===== src/hdl/assert_macros.svh =====
// ----------------------------------------------------------------------------
// Assertion macros
// Clocked assertion shorthands used by the circular queue controller.
// ----------------------------------------------------------------------------
`ifndef ASSERT_MACROS_SVH
`define ASSERT_MACROS_SVH

// Property checked at every clock edge out of reset.
`define CQS_ASSERT(lbl, prop, msg) \
  lbl: assert property (@(posedge clk_i) disable iff (!rst_ni) prop) else $error(msg);

// Condition in one cycle implies a consequence in the next one.
`define CQS_ASSERT_NEXT(lbl, ante, cons, msg) \
  lbl: assert property (@(posedge clk_i) disable iff (!rst_ni) (ante) |=> (cons)) else $error(msg);

`endif


===== src/hdl/cqs_pkg.sv =====
// ----------------------------------------------------------------------------
// cqs_pkg
// Sizes, codes, types and helper functions of the circular queue.
// ----------------------------------------------------------------------------
package cqs_pkg;

  localparam int unsigned DEPTH   = 16;
  localparam int unsigned MAX_RES = 16;
  localparam int unsigned SLOT_W  = $clog2(DEPTH);
  localparam int unsigned CAP_W   = 5;
  localparam int unsigned DATA_W  = 32;
  localparam int unsigned POS_W   = 4;
  localparam int unsigned CAP_LIM = (DEPTH < MAX_RES) ? DEPTH : MAX_RES;
  localparam int unsigned NXT_W   = (SLOT_W + 1 > CAP_W) ? SLOT_W + 1 : CAP_W;

  typedef logic [SLOT_W-1:0]        slot_t;
  typedef logic [CAP_W-1:0]         cap_t;
  typedef logic signed [DATA_W-1:0] data_t;
  typedef logic [POS_W-1:0]         pos_t;

  typedef enum logic [1:0] {
    OP_INSERT = 2'd0,
    OP_REMOVE = 2'd1,
    OP_LIST   = 2'd2,
    OP_SEARCH = 2'd3
  } op_e;

  typedef enum logic [1:0] {
    ST_OK        = 2'd0,
    ST_FULL      = 2'd1,
    ST_EMPTY     = 2'd2,
    ST_NOT_FOUND = 2'd3
  } status_e;

  typedef enum logic [1:0] {
    S_IDLE   = 2'd0,
    S_RESULT = 2'd1,
    S_WALK   = 2'd2
  } state_e;

  typedef struct packed {
    status_e status;
    data_t   data;
    pos_t    position;
    logic    last;
  } res_t;

  typedef struct packed {
    logic  we;
    slot_t waddr;
    data_t wdata;
    logic  re;
    slot_t raddr;
  } ram_req_t;

  // Slot after s in a ring of cap slots.
  function automatic slot_t next_slot(slot_t s, cap_t cap);
    logic [NXT_W-1:0] inc;
    inc = NXT_W'(s) + NXT_W'(1);
    return (inc >= NXT_W'(cap)) ? '0 : SLOT_W'(inc);
  endfunction

  // Clamp a written capacity to 1 .. CAP_LIM.
  function automatic cap_t eff_cap(cap_t raw);
    cap_t c;
    c = raw;
    if (c == '0) begin
      c = CAP_W'(1);
    end else if (c > CAP_W'(CAP_LIM)) begin
      c = CAP_W'(CAP_LIM);
    end
    return c;
  endfunction

endpackage


===== src/hdl/cqs_if.sv =====
// ----------------------------------------------------------------------------
// Circular queue channels
// Valid/ready channels for commands, results and the capacity write.
// ----------------------------------------------------------------------------
interface cqs_in_if;
  logic               valid;
  logic               ready;
  cqs_pkg::op_e       opcode;
  cqs_pkg::data_t     value;

  modport source (output valid, output opcode, output value, input ready);
  modport sink (input valid, input opcode, input value, output ready);
endinterface

interface cqs_out_if;
  logic               valid;
  logic               ready;
  cqs_pkg::status_e   status;
  cqs_pkg::data_t     data;
  cqs_pkg::pos_t      position;
  logic               last;

  modport source (output valid, output status, output data, output position,
                  output last, input ready);
  modport sink (input valid, input status, input data, input position,
                input last, output ready);
endinterface

interface cqs_cfg_if;
  logic               valid;
  logic               ready;
  cqs_pkg::cap_t      data;

  modport source (output valid, output data, input ready);
  modport sink (input valid, input data, output ready);
endinterface


===== src/hdl/cqs_ram.sv =====
// ----------------------------------------------------------------------------
// cqs_ram
// Generic memory: one write port, one read port with registered read data.
// ----------------------------------------------------------------------------
module cqs_ram #(
  parameter int unsigned WIDTH = 32,
  parameter int unsigned DEPTH = 16
) (
  input  logic                     clk_i,
  input  logic                     we_i,
  input  logic [$clog2(DEPTH)-1:0] waddr_i,
  input  logic [WIDTH-1:0]         wdata_i,
  input  logic                     re_i,
  input  logic [$clog2(DEPTH)-1:0] raddr_i,
  output logic [WIDTH-1:0]         rdata_o
);

  logic [WIDTH-1:0] mem_q [DEPTH];
  logic [WIDTH-1:0] rdata_q;

  always_ff @(posedge clk_i) begin
    if (we_i) begin
      mem_q[waddr_i] <= wdata_i;
    end
    if (re_i) begin
      rdata_q <= mem_q[raddr_i];
    end
  end

  assign rdata_o = rdata_q;

endmodule


===== src/hdl/cqs_ctrl.sv =====
// ----------------------------------------------------------------------------
// cqs_ctrl
// Sequencer of the queue: pointers, insert, and the slot walk that removes,
// lists or searches the stored elements one memory read per cycle, holding on a stall.
// ----------------------------------------------------------------------------
`include "assert_macros.svh"

module cqs_ctrl (
  input  logic              clk_i,
  input  logic              rst_ni,
  input  logic              clear_i,
  input  cqs_pkg::cap_t     cap_i,
  input  logic              in_valid_i,
  output logic              in_ready_o,
  input  cqs_pkg::op_e      in_op_i,
  input  cqs_pkg::data_t    in_value_i,
  output logic              res_valid_o,
  input  logic              res_ready_i,
  output cqs_pkg::res_t     res_o,
  output cqs_pkg::ram_req_t ram_req_o,
  input  cqs_pkg::data_t    ram_rdata_i
);

  cqs_pkg::state_e  state_q, state_d;
  cqs_pkg::slot_t   head_q, head_d;
  cqs_pkg::slot_t   tail_q, tail_d;
  logic             empty_q, empty_d;
  cqs_pkg::slot_t   s_q, s_d;
  cqs_pkg::cap_t    n_q, n_d;
  cqs_pkg::op_e     op_q, op_d;
  cqs_pkg::data_t   value_q, value_d;
  cqs_pkg::status_e status_q, status_d;

  cqs_pkg::slot_t   head_nxt, tail_nxt, s_nxt;
  logic             fin, match, emit, res_last, advance;

  assign head_nxt = cqs_pkg::next_slot(head_q, cap_i);
  assign tail_nxt = cqs_pkg::next_slot(tail_q, cap_i);
  assign s_nxt    = cqs_pkg::next_slot(s_q, cap_i);

  // Shared walk compare: end of the stored run, and value match.
  assign fin   = (s_q == tail_q) || ((n_q + cqs_pkg::CAP_W'(1)) == cap_i);
  assign match = (ram_rdata_i == value_q);

  assign emit     = (op_q != cqs_pkg::OP_SEARCH) || match || fin;
  assign res_last = (op_q == cqs_pkg::OP_LIST) ? fin : 1'b1;
  assign advance  = !emit || (res_ready_i && !res_last);

  always_comb begin : next_state
    state_d = state_q;
    unique case (state_q)
      cqs_pkg::S_IDLE: begin
        if (in_valid_i) begin
          if ((in_op_i == cqs_pkg::OP_INSERT) || empty_q) begin
            state_d = cqs_pkg::S_RESULT;
          end else begin
            state_d = cqs_pkg::S_WALK;
          end
        end
      end
      cqs_pkg::S_RESULT: begin
        if (res_ready_i) begin
          state_d = cqs_pkg::S_IDLE;
        end
      end
      cqs_pkg::S_WALK: begin
        if (emit && res_ready_i && res_last) begin
          state_d = cqs_pkg::S_IDLE;
        end
      end
      default: state_d = cqs_pkg::S_IDLE;
    endcase
  end

  always_comb begin : outputs
    head_d      = head_q;
    tail_d      = tail_q;
    empty_d     = empty_q;
    s_d         = s_q;
    n_d         = n_q;
    op_d        = op_q;
    value_d     = value_q;
    status_d    = status_q;
    in_ready_o  = 1'b0;
    res_valid_o = 1'b0;
    res_o       = '{status: cqs_pkg::ST_OK, data: '0, position: '0, last: 1'b1};
    ram_req_o   = '0;
    unique case (state_q)
      cqs_pkg::S_IDLE: begin
        in_ready_o = 1'b1;
        if (in_valid_i) begin
          op_d            = in_op_i;
          value_d         = in_value_i;
          s_d             = head_q;
          n_d             = '0;
          ram_req_o.re    = 1'b1;
          ram_req_o.raddr = head_q;
          unique case (in_op_i)
            cqs_pkg::OP_INSERT: begin
              ram_req_o.wdata = in_value_i;
              if (empty_q) begin
                head_d          = '0;
                tail_d          = '0;
                empty_d         = 1'b0;
                ram_req_o.we    = 1'b1;
                ram_req_o.waddr = '0;
                status_d        = cqs_pkg::ST_OK;
              end else if (tail_nxt == head_q) begin
                status_d = cqs_pkg::ST_FULL;
              end else begin
                tail_d          = tail_nxt;
                ram_req_o.we    = 1'b1;
                ram_req_o.waddr = tail_nxt;
                status_d        = cqs_pkg::ST_OK;
              end
            end
            cqs_pkg::OP_REMOVE, cqs_pkg::OP_LIST: status_d = cqs_pkg::ST_EMPTY;
            cqs_pkg::OP_SEARCH:                   status_d = cqs_pkg::ST_NOT_FOUND;
          endcase
        end
      end
      cqs_pkg::S_RESULT: begin
        res_valid_o  = 1'b1;
        res_o.status = status_q;
      end
      cqs_pkg::S_WALK: begin
        res_valid_o = emit;
        res_o.last  = res_last;
        unique case (op_q)
          cqs_pkg::OP_REMOVE: begin
            res_o.data = ram_rdata_i;
          end
          cqs_pkg::OP_LIST: begin
            res_o.data     = ram_rdata_i;
            res_o.position = cqs_pkg::POS_W'(s_q);
          end
          cqs_pkg::OP_SEARCH: begin
            if (match) begin
              res_o.position = cqs_pkg::POS_W'(s_q);
            end else begin
              res_o.status = cqs_pkg::ST_NOT_FOUND;
            end
          end
          default: ;
        endcase
        // Step to the next slot and fetch it; hold the read data on a stall.
        if (advance) begin
          s_d             = s_nxt;
          n_d             = n_q + cqs_pkg::CAP_W'(1);
          ram_req_o.re    = 1'b1;
          ram_req_o.raddr = s_nxt;
        end
        if ((op_q == cqs_pkg::OP_REMOVE) && res_ready_i) begin
          if (head_q == tail_q) begin
            head_d  = '0;
            tail_d  = '0;
            empty_d = 1'b1;
          end else begin
            head_d = head_nxt;
          end
        end
      end
      default: ;
    endcase
    // Capacity write drops the contents.
    if (clear_i) begin
      head_d  = '0;
      tail_d  = '0;
      empty_d = 1'b1;
    end
  end

  always_ff @(posedge clk_i or negedge rst_ni) begin
    if (!rst_ni) begin
      state_q <= cqs_pkg::S_IDLE;
      head_q  <= '0;
      tail_q  <= '0;
      empty_q <= 1'b1;
    end else begin
      state_q <= state_d;
      head_q  <= head_d;
      tail_q  <= tail_d;
      empty_q <= empty_d;
    end
  end

  always_ff @(posedge clk_i) begin
    s_q      <= s_d;
    n_q      <= n_d;
    op_q     <= op_d;
    value_q  <= value_d;
    status_q <= status_d;
  end

  `CQS_ASSERT(a_empty_ptrs, empty_q |-> ((head_q == '0) && (tail_q == '0)), "empty queue with pointers off slot zero")
  `CQS_ASSERT(a_walk_bounds, (state_q == cqs_pkg::S_WALK) |-> (!empty_q && (n_q < cap_i)), "walk on empty queue or past capacity")
  `CQS_ASSERT_NEXT(a_remove_last, (state_q == cqs_pkg::S_WALK) && (op_q == cqs_pkg::OP_REMOVE) && res_ready_i && (head_q == tail_q), empty_q && (state_q == cqs_pkg::S_IDLE), "removing the only element did not empty the queue")

endmodule


===== src/hdl/circular_queue_with_search.sv =====
// ----------------------------------------------------------------------------
// circular_queue_with_search
// Ring buffer of signed 32-bit elements with insert, remove, list, search.
// ----------------------------------------------------------------------------
// Commands enter on in_i (opcode, value); results leave on out_o (status,
// data, position, last), one result per command except list on a non-empty
// queue: one result per element, oldest first, last set on the final one.
// cfg_i writes the capacity (clamped to 1 .. 16) and empties the queue;
// write it only while no command is in progress.
// One command is worked at a time. Insert, and any command on an empty
// queue, set a status that the result state puts out; remove reads the
// oldest slot and hands it out from the walk state. The next command is
// accepted once the controller is back in idle.
// List and search read one slot per cycle through the single read port of
// the slot memory while results are taken: a list puts out each stored
// element in turn, a search puts out the first match or, at the end of
// the stored run, not found.
// Results pass through an output register; when the receiver stalls, the
// walk holds on the current slot and in_i stays not ready until done.
// Reset empties the queue and sets the capacity to 16; the slot memory is
// not cleared, no clearing pass is needed.
// ----------------------------------------------------------------------------
module circular_queue_with_search (
  input  logic  clk_i,
  input  logic  rst_ni,
  cqs_in_if.sink    in_i,
  cqs_out_if.source out_o,
  cqs_cfg_if.sink   cfg_i
);

  cqs_pkg::cap_t     cap_q, cap_d;
  logic              cfg_we;
  logic              out_valid_q, out_valid_d;
  cqs_pkg::res_t     out_res_q;
  logic              res_valid, res_ready;
  cqs_pkg::res_t     res;
  cqs_pkg::ram_req_t ram_req;
  logic [cqs_pkg::DATA_W-1:0] ram_rdata;

  assign cfg_i.ready = 1'b1;
  assign cfg_we      = cfg_i.valid;
  assign cap_d       = cfg_we ? cqs_pkg::eff_cap(cfg_i.data) : cap_q;

  always_ff @(posedge clk_i or negedge rst_ni) begin
    if (!rst_ni) begin
      cap_q <= cqs_pkg::CAP_W'(cqs_pkg::CAP_LIM);
    end else begin
      cap_q <= cap_d;
    end
  end

  cqs_ctrl u_ctrl (
    .clk_i       (clk_i),
    .rst_ni      (rst_ni),
    .clear_i     (cfg_we),
    .cap_i       (cap_q),
    .in_valid_i  (in_i.valid),
    .in_ready_o  (in_i.ready),
    .in_op_i     (in_i.opcode),
    .in_value_i  (in_i.value),
    .res_valid_o (res_valid),
    .res_ready_i (res_ready),
    .res_o       (res),
    .ram_req_o   (ram_req),
    .ram_rdata_i (cqs_pkg::data_t'(ram_rdata))
  );

  cqs_ram #(
    .WIDTH (cqs_pkg::DATA_W),
    .DEPTH (cqs_pkg::DEPTH)
  ) u_slot_ram (
    .clk_i   (clk_i),
    .we_i    (ram_req.we),
    .waddr_i (ram_req.waddr),
    .wdata_i (ram_req.wdata),
    .re_i    (ram_req.re),
    .raddr_i (ram_req.raddr),
    .rdata_o (ram_rdata)
  );

  // Output register: load when empty or being drained this cycle.
  assign res_ready = !out_valid_q || out_o.ready;

  always_comb begin
    out_valid_d = out_valid_q;
    if (res_valid && res_ready) begin
      out_valid_d = 1'b1;
    end else if (out_o.ready) begin
      out_valid_d = 1'b0;
    end
  end

  always_ff @(posedge clk_i or negedge rst_ni) begin
    if (!rst_ni) begin
      out_valid_q <= 1'b0;
    end else begin
      out_valid_q <= out_valid_d;
    end
  end

  always_ff @(posedge clk_i) begin
    if (res_valid && res_ready) begin
      out_res_q <= res;
    end
  end

  assign out_o.valid    = out_valid_q;
  assign out_o.status   = out_res_q.status;
  assign out_o.data     = out_res_q.data;
  assign out_o.position = out_res_q.position;
  assign out_o.last     = out_res_q.last;

endmodule


===== src/flat_wrapper.sv =====
// flat-port wrapper written by rule: the top's interface ports become plain ports
module circular_queue_with_search_flat 
  (clk_i, rst_ni, in_i_valid, in_i_opcode, in_i_value, in_i_ready, out_o_valid, out_o_status, out_o_data, out_o_position, out_o_last, out_o_ready, cfg_i_valid, cfg_i_data, cfg_i_ready);
  cqs_in_if in_i_i ();
  cqs_out_if out_o_i ();
  cqs_cfg_if cfg_i_i ();
  input  logic clk_i;
  input  logic rst_ni;
  input wire logic [$bits(in_i_i.valid)-1:0] in_i_valid;
  input wire logic [$bits(in_i_i.opcode)-1:0] in_i_opcode;
  input wire logic [$bits(in_i_i.value)-1:0] in_i_value;
  output wire logic [$bits(in_i_i.ready)-1:0] in_i_ready;
  output wire logic [$bits(out_o_i.valid)-1:0] out_o_valid;
  output wire logic [$bits(out_o_i.status)-1:0] out_o_status;
  output wire logic [$bits(out_o_i.data)-1:0] out_o_data;
  output wire logic [$bits(out_o_i.position)-1:0] out_o_position;
  output wire logic [$bits(out_o_i.last)-1:0] out_o_last;
  input wire logic [$bits(out_o_i.ready)-1:0] out_o_ready;
  input wire logic [$bits(cfg_i_i.valid)-1:0] cfg_i_valid;
  input wire logic [$bits(cfg_i_i.data)-1:0] cfg_i_data;
  output wire logic [$bits(cfg_i_i.ready)-1:0] cfg_i_ready;
  assign in_i_i.valid = in_i_valid;
  assign in_i_i.opcode = in_i_opcode;
  assign in_i_i.value = in_i_value;
  assign in_i_ready = in_i_i.ready;
  assign out_o_valid = out_o_i.valid;
  assign out_o_status = out_o_i.status;
  assign out_o_data = out_o_i.data;
  assign out_o_position = out_o_i.position;
  assign out_o_last = out_o_i.last;
  assign out_o_i.ready = out_o_ready;
  assign cfg_i_i.valid = cfg_i_valid;
  assign cfg_i_i.data = cfg_i_data;
  assign cfg_i_ready = cfg_i_i.ready;
  circular_queue_with_search u_core (.clk_i(clk_i), .rst_ni(rst_ni), .in_i(in_i_i), .out_o(out_o_i), .cfg_i(cfg_i_i));
endmodule

===== config.mk =====
export PLATFORM = sky130hd
export DESIGN_NAME = circular_queue_with_search_flat
export DESIGN_NICKNAME = d
export VERILOG_FILES = /design/src/hdl/cqs_pkg.sv /design/src/hdl/cqs_if.sv /design/src/hdl/cqs_ram.sv /design/src/hdl/cqs_ctrl.sv /design/src/hdl/circular_queue_with_search.sv /design/src/flat_wrapper.sv
export VERILOG_INCLUDE_DIRS = /design/src /design/src/hdl
export SDC_FILE = /design/constraint.sdc
export NUM_CORES = 1
export LEC_CHECK = 0
export ABC_AREA = 1
export BUFFER_PORTS_ARGS = -buffer_cell sky130_fd_sc_hd__buf_2
export CORE_ASPECT_RATIO = 0.5
export CORE_UTILIZATION = 60
export CTS_CLUSTER_SIZE = 25
export DETAILED_ROUTE_END_ITERATION = 8
export HOLD_SLACK_MARGIN = 0.05
export PLACE_DENSITY = 0.78
export SETUP_SLACK_MARGIN = 0.1
export SYNTH_ARGS = -nofsm -noshare
export SYNTH_HDL_FRONTEND = slang
export SYNTH_SLANG_ARGS = --single-unit

===== constraint.sdc =====
create_clock -name clk_i -period 5.55 [get_ports clk_i]
set_clock_uncertainty 0.15 [all_clocks]
set_input_delay 0.2775 -clock clk_i [delete_from_list [all_inputs] [get_ports clk_i]]
set_output_delay 0.2775 -clock clk_i [all_outputs]
set_load 0.005 [all_outputs]

==> impl_metrics.yaml <==
floorplan:
  pin_count: 86
  core_um2: 47000
  die_h_um: 157
  rows: 56
  die_w_um: 311
  initial_core_util_pct: 61.1
  die-area_um2: 48800
setup_path:
  slowest_stage: "o311ai_0"
  ff2ff_path_depth: 13
  path_buf_inv: 2
  cpPeakStageDelay_ns: 0.69
  regToRegSetupSlack_ns: 0.89
  start_kind: "flop"
  timing.rr.end: "u_core.u_slot_ram.mem_q[14][31]"
  crit_family: "simple AND/OR/NAND/NOR gates"
  crit_type: "reg2reg"
  crit_top_cell: "nand2_1"
  end_kind: "flop"
  cp_cell_sequence: "nand3_1, xor2_1, inv_1, ha_1, nand2_1, o311ai_0, o21ai_0, nand2_1, nand2_1, nor2_1, nand2_1, nor2_4, buf_4"
  r2r_start: "u_core.u_ctrl.tail_q[0]"
  worst_ep_arrival_time_ns: 4.76
  worstPathMaxFanout: 18
  required_ns: 5.65
logic_synthesis:
  synth_simple_gate_area_share_pct: 21.2
  ys_seq_area_share_pct: 67.1
  synth-main-ff-cell: "edfxtp_1"
  synth_xor_area_share_pct: 1.01
  synth_fa_ha_area_share_pct: 1.09
  syn_area_per_cell_um2: 10.6
  synth.distinct_cells: 40
  synth_top_family_by_area: "simple AND/OR/NAND/NOR gates"
  yosysWarnings: 0
  synth_mux_area_share_pct: 0
  synth.cell_area_um2: 28700
  synth_area_leader_cell: "edfxtp_1"
  syn-num-nets: 2775
  netlist_instances: 2706
  async_flop_share_pct: 2.64
  ys_ff_latch: 645
  synth_area_leaders: "edfxtp_1 66%, nand3_1 10%, nand2_1 7.2%"
  synth.top_cell.area_share_pct: 65.6
  synth-edff-count: 628
  synth_compound_area_share_pct: 1.16
sta:
  finalMaxSlewViolations: 0
  fin_crit_ns: 4.66
  whs_ns: 0.0811
  fmaxAchievable_mhz: 215
  rsz0062_at_grt: "false"
  tns_ns: 0
  hold_violations: 0
  setup_violations: 0
  tightest_slew_ns: 1.32
  relSlewSlack_pct: 12.3
  timing.final.crit_share_pct: 84.0
global_route:
  grt_start_max_net_pins: 199
  grt_use_total_pct: 29.2
  grt_use_met1_pct: 41.3
  gr-usage-met2_pct: 45.8
  busiest_layer: "met2"
  grt_overflow: 0
  antenna_found_initial: 0
  grt_pass1_vias: 19026
  grt_pass1_wl_um: 109000
  met3_usage_pct: 4.86
power_and_ir_drop:
  power_frac_comb_pct: 18.1
  power.share.switching_pct: 28.8
  power_leakage_nw: 13.4
  p_seq_share_pct: 49.4
  vdd_drop_max_mv: 0.236
  p_int_w: 0.00865
  power_switching_w: 0.00349
  power.density_nw_per_um2: 377
  clkPwrFrac_pct: 32.5
clock_network:
  cts.sinks: 645
  clockRootBuffer: "clkbuf_16"
  cts_setup_buffers: 0
  clk_pin_slew_worst_paths_ns: 0.08
  tritoncts: "done"
  cts_hold_buf: 46
  clk_latency_ns: 0.59
  cts_htree_levels: 2
  clockBufferDepth: 3
  cts_resized: 0
  cts_made_buffers: 54
cells_and_area:
  drive_gt1_share_pct: 8.83
  syn_to_final_growth_pct: 12.0
  fillers: 3202
  num_antenna_cells: 0
  fin_nets: 2868
drt:
  vias: 20019
  drt_pass1_iterations: 6
  vias_per_cell: 5.75
  route.detailed.drc: 0
  totalWireLength_um: 71700
  wl_per_cell_um: 20.6
  drt.antenna.violating_nets: 0
  drt_iter0_drc: 2785
outcome:
  status: "finished clean"
placement:
  place.gp.congestion: 0.847
  hpwl_um: 41200
  port_buffers: 84
min_path:
  hold_path_depth: 4
  hp-class: "in2reg"
  worstHoldEndpoint: "u_core.cap_q[0]"
  min_from: "cfg_i_data[3]"
run:
  cap_violations: 0
==> metrics by stage <==
stage / utilization (%) / total power [W] / cell area [um^2] / cells / setup slack [ns]
CTS: 68.4 / 0.0121 / 32200 / 3480 / 0.876
global route: 68.4 / 0.0126 / 32200 / 3480 / 0.499
floorplan: - / 0.00742 / 28700 / 2706 / 1.05
global placement: 63.6 / 0.00815 / 29900 / 3335 / 1.10
finish: 68.4 / 0.0121 / 32200 / 3480 / 0.888
detailed placement: 63.6 / 0.00821 / 29900 / 3335 / 0.907
==> cells in the mapped netlist, types with 2 or more instances <==
cell type	n
a211oi_1	2
a21oi_1	9
a31oi_1	2
a32o_1	4
buf_1	6
buf_2	73
buf_4	21
clkbuf_1	44
dfrtp_1	15
dfstp_2	2
edfxtp_1	628
ha_1	25
inv_1	454
inv_2	2
nand2_1	550
nand2_4	2
nand3_1	594
nand3b_1	57
nand4_1	11
nor2_1	128
o21a_1	4
o21ai_0	16
o22ai_1	8
or2_2	2
xnor2_1	20
xor2_1	13
==> cell families after synthesis <==
kind of cell               count (synthesis)
AOI/OAI and AO/OA                         52
xor gates and xnor gates                  33
adders and majority gates                 25
buffers and inverters                    601
DFF                                      645
other                                      1
and+or+nand+nor                         1349
==> power groups by stage <==
stage	logic [W]	clock network (W)	registers, W
6_report	0.00220	0.00394	0.00600
5_1_grt	0.00241	0.00413	0.00602
4_1_cts	0.00216	0.00395	0.00599
3_5_place_dp	0.00212	0	0.00609
3_3_place_gp	0.00207	0	0.00608
2_1_floorplan	0.00138	0	0.00604
==> worst max path at each step <==
| stage | start | end | slack [ns] | cells after the start |
|---|---|---|---|---|
| floorplan | u_core.u_ctrl.tail_q[0] | u_core.u_slot_ram.mem_q[0][0] | 1.05 | 14 |
| finish | u_core.u_ctrl.tail_q[0] | u_core.u_slot_ram.mem_q[14][31] | 0.89 | 13 |
| CTS | u_core.u_ctrl.tail_q[0] | u_core.u_slot_ram.mem_q[14][31] | 0.88 | 13 |
| global route | u_core.u_ctrl.tail_q[0] | u_core.u_slot_ram.mem_q[14][31] | 0.50 | 13 |
| detailed placement | u_core.u_ctrl.tail_q[0] | u_core.u_slot_ram.mem_q[14][31] | 0.91 | 13 |
| global placement | u_core.u_ctrl.tail_q[0] | u_core.u_slot_ram.mem_q[14][31] | 1.10 | 13 |
==> final cells by class <==
type / instances / area, um^2 / area share, %
well taps: 638 / 798 / 2.48
clock buffers: 59 / 1370 / 4.26
inverters: 456 / 1710 / 5.32
multi-input cells: 1460 / 7220 / 22.4
clock inverters: 40 / 429 / 1.33
repair buffers: 182 / 1360 / 4.22
flip-flops and latches: 645 / 19300 / 59.9
==> worst reg2reg max path, cell delays in order, from the launching register on <==
cell and delay [ns]:
dfrtp_1 0.55, nand3_1 0.21, xor2_1 0.29, inv_1 0.08
ha_1 0.29, nand2_1 0.07, o311ai_0 0.69, o21ai_0 0.32
nand2_1 0.18, nand2_1 0.11, nor2_1 0.16, nand2_1 0.27
nor2_4 0.55, buf_4 0.41
==> flip-flops by register name (all words and copies together) (netlist names), 4 cells and up <==
name and flops:
u_core.u_ctrl.tail_q 4, u_core.u_slot_ram.mem_q 512, u_core.u_ctrl.s_q 4, u_core.u_slot_ram.rdata_o 32
u_core.out_o.data 32, u_core.out_o.position 4, u_core.u_ctrl.n_q 5, u_core.cap_q 5
u_core.u_ctrl.value_q 32, u_core.u_ctrl.head_q 4
==> metal layers <==
layer | wire [um] | up-vias | share of wire, %
met5 | 0 | - | 0
met4 | 2630 | 0 | 3.7
met3 | 6910 | 141 | 9.6
met2 | 33000 | 1113 | 46
met1 | 29100 | 9571 | 41
li1 | - | 9194 | -
==> cell usage in the layout (no fill, tap or decap), drive strengths merged, types with 4 or more instances in the layout <==
cell         instances
a21oi               10
a32o                 4
buf                136
bufinv               9
clkbuf              59
clkinv              28
dfrtp               15
dlygate4sd3         46
edfxtp             628
ha                  25
inv                457
nand2              553
nand3              595
nand3b              57
nand4               11
nor2               128
o21a                 4
o21ai               16
o22ai                9
xnor2               20
xor2                13
Power figures use the tool's default switching activity.
